<file path="config.mk">
export PLATFORM = sky130hd
export DESIGN_NAME = insulation_resistance_monitor
export DESIGN_NICKNAME = d
export VERILOG_FILES = /design/src/irm_pkg.sv /design/src/insulation_resistance_monitor.sv /design/src/irm_ctrl.sv /design/src/irm_datapath.sv
export SDC_FILE = /design/constraint.sdc
export NUM_CORES = 2
export LEC_CHECK = 0
export CAP_MARGIN = 40
export CORE_ASPECT_RATIO = 0.5
export CORE_MARGIN = 5
export CORE_UTILIZATION = 65
export DETAILED_ROUTE_END_ITERATION = 7
export DONT_BUFFER_PORTS = 1
export GPL_TIMING_DRIVEN = 0
export PLACE_DENSITY = 0.81
export SYNTH_ARGS = -nofsm -noshare
export SYNTH_HDL_FRONTEND = slang
export SYNTH_SLANG_ARGS = --single-unit
</file>
<file path="constraint.sdc">
create_clock -name i_clk -period 13.9 [get_ports i_clk]
set_clock_uncertainty 0.2 [all_clocks]
set_input_delay 0 -clock i_clk [delete_from_list [all_inputs] [get_ports i_clk]]
set_output_delay 0 -clock i_clk [all_outputs]
set_load 0.02 [all_outputs]
</file>
<file path="src/irm_pkg.sv">
`timescale 1ns / 1ps

package irm_pkg;

    // default configuration of the monitor
    localparam int SAMPLES_DEF  = 12;
    localparam int ADC_BITS_DEF = 12;

    // result constants
    localparam logic [12:0] RES_CAP   = 13'd5000;
    localparam logic [15:0] RES_SAT   = 16'hFFFF;
    localparam int          SMALL_SUM = 100;

    // configuration register indexes
    localparam logic REG_BIAS = 1'b0;
    localparam logic REG_THR  = 1'b1;

    // event codes
    localparam logic [1:0] EV_LOW     = 2'd0;
    localparam logic [1:0] EV_SWITCH  = 2'd1;
    localparam logic [1:0] EV_BRIDGED = 2'd2;

    // controller states
    typedef enum logic [3:0] {
        S_IDLE,
        S_TRIM,
        S_MUL1,
        S_MUL2,
        S_DIV_INIT,
        S_DIV,
        S_STORE,
        S_EMIT
    } t_state;

    // commands from controller to datapath
    typedef struct packed {
        logic accept;
        logic trim;
        logic mul1;
        logic mul2;
        logic div_init;
        logic div_step;
        logic store_q;
        logic emit;
    } t_ctrl_cmd;

    // status from datapath to controller
    typedef struct packed {
        logic last_sample;
        logic bridged;
        logic div_done;
        logic pass;
        logic out_busy;
    } t_ctrl_stat;

endpackage

</file>
<file path="src/insulation_resistance_monitor.sv">
`timescale 1ns / 1ps
// an item that does not end a group is taken and gives no result; a group-end item is
// trimmed and emitted in the baseline phase, and in the bridged phase goes through the
// multiplies and the shared bit-serial divider (NN = 51 bits at the defaults), run once
// per side, before it is emitted, plus any wait for the last result
// throughput: one item per cycle inside a group; no item is taken while a group end is at work
// reset: synchronous active-low i_rst_n clears phase, group sums, extremes and config registers
module insulation_resistance_monitor import irm_pkg::*; #(
    parameter int SAMPLES  = SAMPLES_DEF,
    parameter int ADC_BITS = ADC_BITS_DEF
) (
    input  logic                                i_clk,
    input  logic                                i_rst_n,
    // tdata: pos_sample, neg_sample
    input  logic                                i_s_axis_tvalid,
    output logic                                o_s_axis_tready,
    input  logic [((2*ADC_BITS+7)/8)*8-1:0]     i_s_axis_tdata,
    // configuration write
    input  logic                                i_cfg_valid,
    output logic                                o_cfg_ready,
    input  logic                                i_cfg_index,
    input  logic [16:0]                         i_cfg_data,
    // tdata: event_res, switch_pos_closed, switch_neg_closed, resistance,
    //        resistance_pos, resistance_neg, pos_trimmed_sum, neg_trimmed_sum
    output logic                                o_m_axis_tvalid,
    input  logic                                i_m_axis_tready,
    output logic [87:0]                         o_m_axis_tdata
);

    t_ctrl_cmd  cmd;
    t_ctrl_stat stat;

    logic [1:0]  event_res;
    logic        swp, swn;
    logic [12:0] res;
    logic [15:0] res_p, res_n, tsum_p, tsum_n;

    assign o_cfg_ready = 1'b1;

    // sequencing of group-end work
    irm_ctrl u_ctrl (
        .i_clk      (i_clk),
        .i_rst_n    (i_rst_n),
        .i_in_valid (i_s_axis_tvalid),
        .i_stat     (stat),
        .o_in_ready (o_s_axis_tready),
        .o_cmd      (cmd)
    );

    // accumulation, arithmetic and result register
    irm_datapath #(
        .SAMPLES  (SAMPLES),
        .ADC_BITS (ADC_BITS)
    ) u_datapath (
        .i_clk               (i_clk),
        .i_rst_n             (i_rst_n),
        .i_cmd               (cmd),
        .o_stat              (stat),
        .i_pos_sample        (i_s_axis_tdata[ADC_BITS-1:0]),
        .i_neg_sample        (i_s_axis_tdata[2*ADC_BITS-1:ADC_BITS]),
        .i_cfg_wr            (i_cfg_valid),
        .i_cfg_index         (i_cfg_index),
        .i_cfg_value         (i_cfg_data),
        .i_out_ready         (i_m_axis_tready),
        .o_out_valid         (o_m_axis_tvalid),
        .o_event_res         (event_res),
        .o_switch_pos_closed (swp),
        .o_switch_neg_closed (swn),
        .o_resistance        (res),
        .o_resistance_pos    (res_p),
        .o_resistance_neg    (res_n),
        .o_pos_trimmed_sum   (tsum_p),
        .o_neg_trimmed_sum   (tsum_n)
    );

    // result packing, lowest field first
    assign o_m_axis_tdata = {7'd0, tsum_n, tsum_p, res_n, res_p, res, swn, swp, event_res};

endmodule

</file>
<file path="src/irm_ctrl.sv">
`timescale 1ns / 1ps

module irm_ctrl import irm_pkg::*; (
    input  logic       i_clk,
    input  logic       i_rst_n,
    input  logic       i_in_valid,
    input  t_ctrl_stat i_stat,
    output logic       o_in_ready,
    output t_ctrl_cmd  o_cmd
);

    t_state r_state;
    t_state n_state;

    // state register
    always_ff @(posedge i_clk) begin
        if (!i_rst_n) begin
            r_state <= S_IDLE;
        end else begin
            r_state <= n_state;
        end
    end

    // next state
    always_comb begin
        n_state = r_state;
        case (r_state)
            S_IDLE: begin
                if (i_in_valid && i_stat.last_sample) n_state = S_TRIM;
            end
            S_TRIM: begin
                n_state = i_stat.bridged ? S_MUL1 : S_EMIT;
            end
            S_MUL1:     n_state = S_MUL2;
            S_MUL2:     n_state = S_DIV_INIT;
            S_DIV_INIT: n_state = S_DIV;
            S_DIV: begin
                if (i_stat.div_done) n_state = S_STORE;
            end
            S_STORE: begin
                n_state = i_stat.pass ? S_EMIT : S_MUL2;
            end
            S_EMIT: begin
                if (!i_stat.out_busy) n_state = S_IDLE;
            end
            default: n_state = S_IDLE;
        endcase
    end

    // command outputs
    always_comb begin
        o_cmd      = '0;
        o_in_ready = 1'b0;
        case (r_state)
            S_IDLE: begin
                o_in_ready   = 1'b1;
                o_cmd.accept = i_in_valid;
            end
            S_TRIM:     o_cmd.trim     = 1'b1;
            S_MUL1:     o_cmd.mul1     = 1'b1;
            S_MUL2:     o_cmd.mul2     = 1'b1;
            S_DIV_INIT: o_cmd.div_init = 1'b1;
            S_DIV:      o_cmd.div_step = 1'b1;
            S_STORE:    o_cmd.store_q  = 1'b1;
            S_EMIT:     o_cmd.emit     = !i_stat.out_busy;
            default: begin
                o_cmd      = '0;
                o_in_ready = 1'b0;
            end
        endcase
    end

endmodule

</file>
<file path="src/irm_datapath.sv">
`timescale 1ns / 1ps

module irm_datapath import irm_pkg::*; #(
    parameter int SAMPLES  = SAMPLES_DEF,
    parameter int ADC_BITS = ADC_BITS_DEF
) (
    input  logic                i_clk,
    input  logic                i_rst_n,
    input  t_ctrl_cmd           i_cmd,
    output t_ctrl_stat          o_stat,
    input  logic [ADC_BITS-1:0] i_pos_sample,
    input  logic [ADC_BITS-1:0] i_neg_sample,
    input  logic                i_cfg_wr,
    input  logic                i_cfg_index,
    input  logic [16:0]         i_cfg_value,
    input  logic                i_out_ready,
    output logic                o_out_valid,
    output logic [1:0]          o_event_res,
    output logic                o_switch_pos_closed,
    output logic                o_switch_neg_closed,
    output logic [12:0]         o_resistance,
    output logic [15:0]         o_resistance_pos,
    output logic [15:0]         o_resistance_neg,
    output logic [15:0]         o_pos_trimmed_sum,
    output logic [15:0]         o_neg_trimmed_sum
);

    localparam int IDX_W  = $clog2(SAMPLES);
    localparam int SUM_W  = ADC_BITS + $clog2(SAMPLES);
    localparam int TOT_W  = SUM_W + 1;
    localparam int P1_W   = SUM_W + TOT_W;
    localparam int NUM_W  = P1_W + 16;
    localparam int DEN_W  = 2 * SUM_W;
    localparam int NN_W   = NUM_W + 2;
    localparam int DVS_W  = DEN_W + 1;
    localparam int CNT_W  = $clog2(NN_W);

    // configuration registers
    logic [15:0] r_bias;
    logic [16:0] r_thr;

    // group accumulation
    logic [IDX_W-1:0]    r_idx;
    logic [SUM_W-1:0]    r_sum_p, r_sum_n;
    logic [ADC_BITS-1:0] r_max_p, r_min_p, r_max_n, r_min_n;
    logic [SUM_W-1:0]    r_tp, r_tn;

    // phase state
    logic             r_bridged, r_hsp;
    logic [SUM_W-1:0] r_base_p, r_base_n;
    logic [15:0]      r_last_rp, r_last_rn;

    // arithmetic
    logic [P1_W-1:0]  r_prod1;
    logic [NUM_W-1:0] r_num;
    logic [DEN_W-1:0] r_den;
    logic [NN_W-1:0]  r_dvd, r_quo;
    logic [DVS_W-1:0] r_dvs, r_rem;
    logic [CNT_W-1:0] r_cnt;
    logic             r_pass;
    logic [15:0]      r_res_p, r_res_n;

    // output register
    logic        r_out_valid;
    logic [1:0]  r_ev;
    logic        r_swp, r_swn;
    logic [12:0] r_res;
    logic [15:0] r_orp, r_orn, r_otp, r_otn;

    // operand selection
    logic [SUM_W-1:0] h_val, b_val, d_val, diff;
    logic [TOT_W-1:0] base_total, trim_total;
    assign h_val      = r_hsp ? r_base_p : r_base_n;
    assign b_val      = r_hsp ? r_tp : r_tn;
    assign d_val      = r_pass ? r_base_n : r_base_p;
    assign diff       = (h_val >= b_val) ? (h_val - b_val) : (b_val - h_val);
    assign base_total = TOT_W'(r_base_p) + TOT_W'(r_base_n);
    assign trim_total = TOT_W'(r_tp) + TOT_W'(r_tn);

    // divider step
    logic [DVS_W:0]   n_trial_in;
    logic             n_qbit;
    logic [DVS_W-1:0] n_rem;
    assign n_trial_in = {r_rem, r_dvd[NN_W-1]};
    assign n_qbit     = n_trial_in >= {1'b0, r_dvs};
    assign n_rem      = n_qbit ? DVS_W'(n_trial_in - {1'b0, r_dvs}) : DVS_W'(n_trial_in);

    // saturated quotient
    logic [15:0] n_q;
    assign n_q = (|r_quo[NN_W-1:16]) ? RES_SAT : r_quo[15:0];

    // side resistances of a bridged group
    logic        p_small, n_small;
    logic [15:0] n_rp, n_rn, n_side;
    assign p_small = r_base_p < SUM_W'(SMALL_SUM);
    assign n_small = r_base_n < SUM_W'(SMALL_SUM);
    always_comb begin
        if (r_hsp) begin
            if (p_small) begin
                n_rp = '0;
                n_rn = '0;
            end else begin
                n_rn = r_res_p;
                n_rp = n_small ? 16'(RES_CAP) : r_res_n;
            end
            n_side = n_rn;
        end else begin
            if (p_small) begin
                n_rp = r_res_n;
                n_rn = 16'(RES_CAP);
            end else if (n_small) begin
                n_rp = '0;
                n_rn = '0;
            end else begin
                n_rp = r_res_n;
                n_rn = r_res_p;
            end
            n_side = n_rp;
        end
    end

    // configuration writes
    always_ff @(posedge i_clk) begin
        if (!i_rst_n) begin
            r_bias <= '0;
            r_thr  <= '0;
        end else if (i_cfg_wr) begin
            case (i_cfg_index)
                REG_BIAS: r_bias <= i_cfg_value[15:0];
                REG_THR:  r_thr  <= i_cfg_value;
                default:  r_thr  <= r_thr;
            endcase
        end
    end

    // sample accumulation and trimming
    always_ff @(posedge i_clk) begin
        if (!i_rst_n) begin
            r_idx   <= '0;
            r_sum_p <= '0;
            r_sum_n <= '0;
            r_max_p <= '0;
            r_min_p <= '1;
            r_max_n <= '0;
            r_min_n <= '1;
        end else if (i_cmd.accept) begin
            r_idx   <= r_idx + 1'b1;
            r_sum_p <= r_sum_p + SUM_W'(i_pos_sample);
            r_sum_n <= r_sum_n + SUM_W'(i_neg_sample);
            if (i_pos_sample > r_max_p) r_max_p <= i_pos_sample;
            if (i_pos_sample < r_min_p) r_min_p <= i_pos_sample;
            if (i_neg_sample > r_max_n) r_max_n <= i_neg_sample;
            if (i_neg_sample < r_min_n) r_min_n <= i_neg_sample;
        end else if (i_cmd.trim) begin
            r_idx   <= '0;
            r_sum_p <= '0;
            r_sum_n <= '0;
            r_max_p <= '0;
            r_min_p <= '1;
            r_max_n <= '0;
            r_min_n <= '1;
        end
    end

    always_ff @(posedge i_clk) begin
        if (i_cmd.trim) begin
            r_tp <= r_sum_p - SUM_W'(r_max_p) - SUM_W'(r_min_p);
            r_tn <= r_sum_n - SUM_W'(r_max_n) - SUM_W'(r_min_n);
        end
    end

    // multiplications and iterative division
    always_ff @(posedge i_clk) begin
        if (i_cmd.mul1) begin
            r_prod1 <= P1_W'(diff) * P1_W'(base_total);
            r_pass  <= 1'b0;
        end
        if (i_cmd.mul2) begin
            r_num <= NUM_W'(r_prod1) * NUM_W'(r_bias);
            r_den <= DEN_W'(b_val) * DEN_W'(d_val);
        end
        if (i_cmd.div_init) begin
            r_dvd <= {1'b0, r_num, 1'b0} + NN_W'(r_den);
            r_dvs <= {r_den, 1'b0};
            r_rem <= '0;
            r_quo <= '0;
            r_cnt <= CNT_W'(NN_W - 1);
        end
        if (i_cmd.div_step) begin
            r_rem <= n_rem;
            r_dvd <= {r_dvd[NN_W-2:0], 1'b0};
            r_quo <= {r_quo[NN_W-2:0], n_qbit};
            r_cnt <= r_cnt - 1'b1;
        end
        if (i_cmd.store_q) begin
            if (r_pass) r_res_n <= n_q;
            else        r_res_p <= n_q;
            r_pass <= 1'b1;
        end
    end

    // phase state and result register
    always_ff @(posedge i_clk) begin
        if (!i_rst_n) begin
            r_bridged   <= 1'b0;
            r_hsp       <= 1'b0;
            r_base_p    <= '0;
            r_base_n    <= '0;
            r_last_rp   <= '0;
            r_last_rn   <= '0;
            r_out_valid <= 1'b0;
        end else begin
            if (r_out_valid && i_out_ready) r_out_valid <= 1'b0;
            if (i_cmd.emit) begin
                r_out_valid <= 1'b1;
                if (!r_bridged) begin
                    r_base_p <= r_tp;
                    r_base_n <= r_tn;
                    r_otp    <= 16'(r_tp);
                    r_otn    <= 16'(r_tn);
                    r_orp    <= r_last_rp;
                    r_orn    <= r_last_rn;
                    if (32'(trim_total) <= 32'(r_thr)) begin
                        r_ev  <= EV_LOW;
                        r_res <= RES_CAP;
                        r_swp <= 1'b0;
                        r_swn <= 1'b0;
                    end else begin
                        r_bridged <= 1'b1;
                        r_hsp     <= r_tp >= r_tn;
                        r_ev      <= EV_SWITCH;
                        r_res     <= '0;
                        r_swp     <= r_tp >= r_tn;
                        r_swn     <= r_tp < r_tn;
                    end
                end else begin
                    r_bridged <= 1'b0;
                    r_last_rp <= n_rp;
                    r_last_rn <= n_rn;
                    r_orp     <= n_rp;
                    r_orn     <= n_rn;
                    r_otp     <= 16'(r_base_p);
                    r_otn     <= 16'(r_base_n);
                    r_ev      <= EV_BRIDGED;
                    r_swp     <= 1'b0;
                    r_swn     <= 1'b0;
                    r_res     <= (n_side > 16'(RES_CAP)) ? RES_CAP : n_side[12:0];
                end
            end
        end
    end

    // status to controller
    assign o_stat.last_sample = r_idx == IDX_W'(SAMPLES - 1);
    assign o_stat.bridged     = r_bridged;
    assign o_stat.div_done    = r_cnt == '0;
    assign o_stat.pass        = r_pass;
    assign o_stat.out_busy    = r_out_valid;

    assign o_out_valid         = r_out_valid;
    assign o_event_res         = r_ev;
    assign o_switch_pos_closed = r_swp;
    assign o_switch_neg_closed = r_swn;
    assign o_resistance        = r_res;
    assign o_resistance_pos    = r_orp;
    assign o_resistance_neg    = r_orn;
    assign o_pos_trimmed_sum   = r_otp;
    assign o_neg_trimmed_sum   = r_otn;

endmodule

</file>
==> impl_metrics.csv <==
group,metric,value,unit
outcome,status,"finished clean",
finish,fin_cells,8846,
floorplan,ios,138,
grt,overflow,0,
finish,n_fill_cell,7392,
timing,min_period,13.40,ns
power_and_ir_drop,pwr-share-clk,33.4,%
yosys,synth_cells,7178,
floorplan,core,102700,sq um
power_and_ir_drop,max-vdd-ir-drop,0.09462,mV
grt,grt_pass1_wl,303200,microns
routing,postRouteAntennaNets,0,
power_and_ir_drop,swShare,31.54,%
placed_design,place_inst,8587,
job,max-cap-violations,0,
timing,rsz0062_at_grt,"false",
finish,final_nets,8931,
yosys,async_flop_share,0,%
clock_tree,path_clk_slew,0.08,ns
critical_path,worstPathRequired,14.09,ns
yosys,synth_edf_count,431,
critical_path,path_class,"flip-flop to flip-flop",
timing,setup_violations,0,
floorplan,die_height,237.7,microns
grt,grt_max_degree,60,
yosys,synthTopCellsByArea,"fa_1 26%, edfxtp_1 19%, ha_1 11%, inv_1 6.2%, nand2_1 6.1%",
yosys,synth.distinct_cells,86,
timing,max_slew_margin,26.24,%
clock_tree,clock_latency,0.72,ns
timing,max_freq,0.07464,GHz
clock_tree,htreeDepth,2,
yosys,seq_area_frac_synth,24.81,%
clock_tree,post_cts_buffers,0,
placed_design,place_hpwl,155900,microns
routing,vias,54140,
yosys,yosysTopAreaCell,"fa_1",
routing,routed_wl,197100,microns
yosys,ys_seq_elements,620,
critical_path,cp_slowest_cell,"clkbuf_1",
yosys,synth.top_cell.area_share,25.72,%
timing,slew_violations,0,
critical_path,cp.arrival,13.59,ns
timing,fin_crit_sh,96.39,%
yosys,syn_area_per_cell,9.390,sq um
worst_hold_path,hp-class,"input port to flip-flop",
routing,drt-vias-per-instance,6.120,
critical_path,end_kind,"flip-flop",
power_and_ir_drop,power,4.956,mW
timing,hold_viol_final,0,
power_and_ir_drop,p_comb_share,25.2,%
power_and_ir_drop,power_frac_seq,41.4,%
finish,seq_area,16730,sq um
clock_tree,cts.path.max_buffers,3,
critical_path,max_stage_delay,0.71,ns
finish,multi_input_area,45320,sq um
timing,tightest_slew,1.079,ns
yosys,ys.flop_type,"edfxtp_1",
floorplan,initial_core_util,65.63,%
placed_design,place.gp.congestion,1.033,
clock_tree,cts_tree,"yes",
placed_design,port_buffers,0,
grt,grt_pass1_vias,53590,
finish,synthToLayoutAreaGrowth,8.292,%
yosys,syn_area,67400,sq um
critical_path,crit_fanout,10,
routing,dr.pass1.iters,6,
routing,drc_errors,0,
critical_path,cpMostUsedCell,"fa_1",
routing,routedWlPerCell,22.28,microns
critical_path,critPathLaunchType,"flip-flop",
floorplan,floorplan.rows,83,
power_and_ir_drop,power_switching,1.563,mW
floorplan,die_w,465.4,microns
finish,drive_gt1_share,3.478,%
grt,antenna_found_initial,12,
yosys,yosys_warnings,0,
floorplan,die-area,110600,sq um
grt,grt_usage,35.42,%
timing,finalSetupTns,0,ns
clock_tree,cts-root-buf,"clkbuf_16",
clock_tree,cts_made_buffers,59,
power_and_ir_drop,power.density,67.90,nW/um^2
routing,drtIter0Drc,5924,
power_and_ir_drop,leakagePower,31.90,nW
power_and_ir_drop,p_int,3.393,mW
clock_tree,clock-sinks,620,
cell usage after synthesis, drive strengths merged, types with 11 or more instances:
| library cell | n |
|---|---|
| a2111oi | 16 |
| a211oi | 38 |
| a21boi | 29 |
| a21o | 135 |
| a21oi | 379 |
| a22oi | 16 |
| a31o | 15 |
| a31oi | 24 |
| and2 | 234 |
| and3 | 78 |
| buf | 42 |
| clkbuf | 246 |
| dfxtp | 189 |
| edfxtp | 431 |
| fa | 866 |
| ha | 592 |
| inv | 1121 |
| mux2 | 35 |
| mux2i | 60 |
| nand2 | 1096 |
| nand2b | 69 |
| nand3 | 94 |
| nand3b | 27 |
| nand4 | 34 |
| nor2 | 377 |
| nor2b | 53 |
| nor3 | 64 |
| nor4 | 17 |
| o211ai | 36 |
| o21a | 45 |
| o21ai | 220 |
| o21bai | 34 |
| o22a | 24 |
| o22ai | 13 |
| o31ai | 15 |
| or2 | 14 |
| or3 | 11 |
| xnor2 | 161 |
| xor2 | 104 |
per-stage QoR:
step | util (%) | worst slack [ns] | area (sq um) | hold slack, ns
after floorplan | - | 3.227 | 67430 | -0.06404
after global placement | 67.31 | 0.2763 | 69130 | -0.06169
after detailed placement | 67.83 | 0.4458 | 69670 | -0.05604
after CTS | 71.01 | 0.2958 | 72930 | 0.0006143
after global routing | 71.05 | 0.06109 | 72980 | 0.06485
final | 71.07 | 0.5021 | 72990 | 0.01096
cells in the final DEF (no fill, tap or decap), drive strengths merged, types with 17 or more instances in the layout:
cell type and n:
inv 1125, nand2 1096, fa 866, ha 592
edfxtp 431, a21oi 379, nor2 377, clkbuf 322
and2 234, o21ai 220, dfxtp 189, xnor2 161
a21o 135, dlygate4sd3 134, xor2 104, nand3 94
buf 87, and3 78, nand2b 69, nor3 64
mux2i 60, nor2b 53, o21a 45, a211oi 38
o211ai 36, mux2 35, nand4 34, o21bai 34
clkinv 33, a21boi 29, nand3b 27, o22a 24
a31oi 24, nor4 17
final cells by class:
class                      instances  share of cell area (%)
multi-input combinational       5151                   62.09
clock buffer                      74                   2.162
tap                             1360                   2.331
clock inverter                    37                  0.4662
timing repair buffer             181                   2.570
buffer                           288                   1.646
sequential                       620                   22.91
antenna                           10                 0.03428
inverter                        1125                   5.785
power by group through the flow:
stage	Combinational (mW)	Clock [mW]	Sequential (mW)
final	1.25	1.65	2.05
after global routing	1.40	1.73	2.05
after CTS	1.24	1.65	2.05
after detailed placement	1.19	0	2.09
after global placement	1.16	0	2.09
after floorplan	0.894	0	2.08
registers in the layout, summed over array words and instances, names as in the netlist, 13 cells and up:
register,flops
u_datapath.r_num,49
u_datapath.r_base_p,16
u_datapath.r_sum_p,16
u_datapath.r_last_rn,16
u_datapath.r_bias,16
u_datapath.r_thr,17
u_datapath.r_quo,51
u_datapath.r_tp,16
u_datapath.r_res_n,16
u_datapath.r_prod1,33
u_datapath.o_pos_trimmed_sum,16
u_datapath.o_resistance_neg,16
u_datapath.r_dvd,51
u_datapath.r_den,32
u_datapath.r_last_rp,16
u_datapath.r_dvs,32
u_datapath.r_rem,33
u_datapath.o_neg_trimmed_sum,16
u_datapath.r_base_n,16
u_datapath.r_sum_n,16
u_datapath.o_resistance_pos,16
u_datapath.r_res_p,16
u_datapath.r_tn,16
u_datapath.o_resistance,13
path summary, 6_finish.rpt:
path                                                          start                                  end  slack [ns]  depth (start not counted)
worst max-delay path                  u_datapath.r_hsp$_SDFFE_PN0P_     u_datapath.r_prod1[30]$_DFFE_PP_        0.50                         42
worst min-delay path                              i_s_axis_tdata[1]   u_datapath.r_max_p[1]$_SDFFE_PN0P_        0.01                          3
worst max register to register        u_datapath.r_hsp$_SDFFE_PN0P_     u_datapath.r_prod1[30]$_DFFE_PP_        0.50                         42
worst min register to register  u_datapath.r_max_p[11]$_SDFFE_PN0P_  u_datapath.r_max_p[11]$_SDFFE_PN0P_        0.25                          2
cells by family (layout without fill, tap and decap cells):
kind of cell	Yosys count	count (layout)	synth area share (%)
flip-flops	620	620	24.81
other	2	18	0.01114
buffers and inverters	1413	1705	8.038
AO/OA/AOI/OAI	1117	1117	10.51
AND/OR/NAND/NOR	2208	2208	14.93
adder cells (fa/ha/maj)	1458	1458	36.71
multiplexers	95	95	1.476
XOR/XNOR	265	265	3.510
worst max-delay path, delay by kind of cell, from the launching register on:
family                     cells  cell delay (ns)
AOI/OAI and AO/OA             11             3.02
xor gates and xnor gates       2             1.20
adders and majority gates      8             3.66
buffers and inverters         13             3.37
DFF                            1             0.47
muxes                          1             0.36
and+or+nand+nor                7             0.77
timing repair:
| item | CTS | global route |
|---|---|---|
| hold buffers | 134 | 0 |
| endpoints found under the setup margin | 0 | 8 |
| resized for setup | 0 | 5 |
| endpoints found under the hold margin | 156 | 0 |
per-layer routing:
layer	vias up	wire length (microns)	global-route usage, %
met4	6	10300	15.48
met3	664	26350	11.05
met5	-	35	0
met2	3209	85210	53.43
met1	26380	75200	47.63
li1	23880	-	-
No activity file was read; power rests on OpenSTA's default activity.
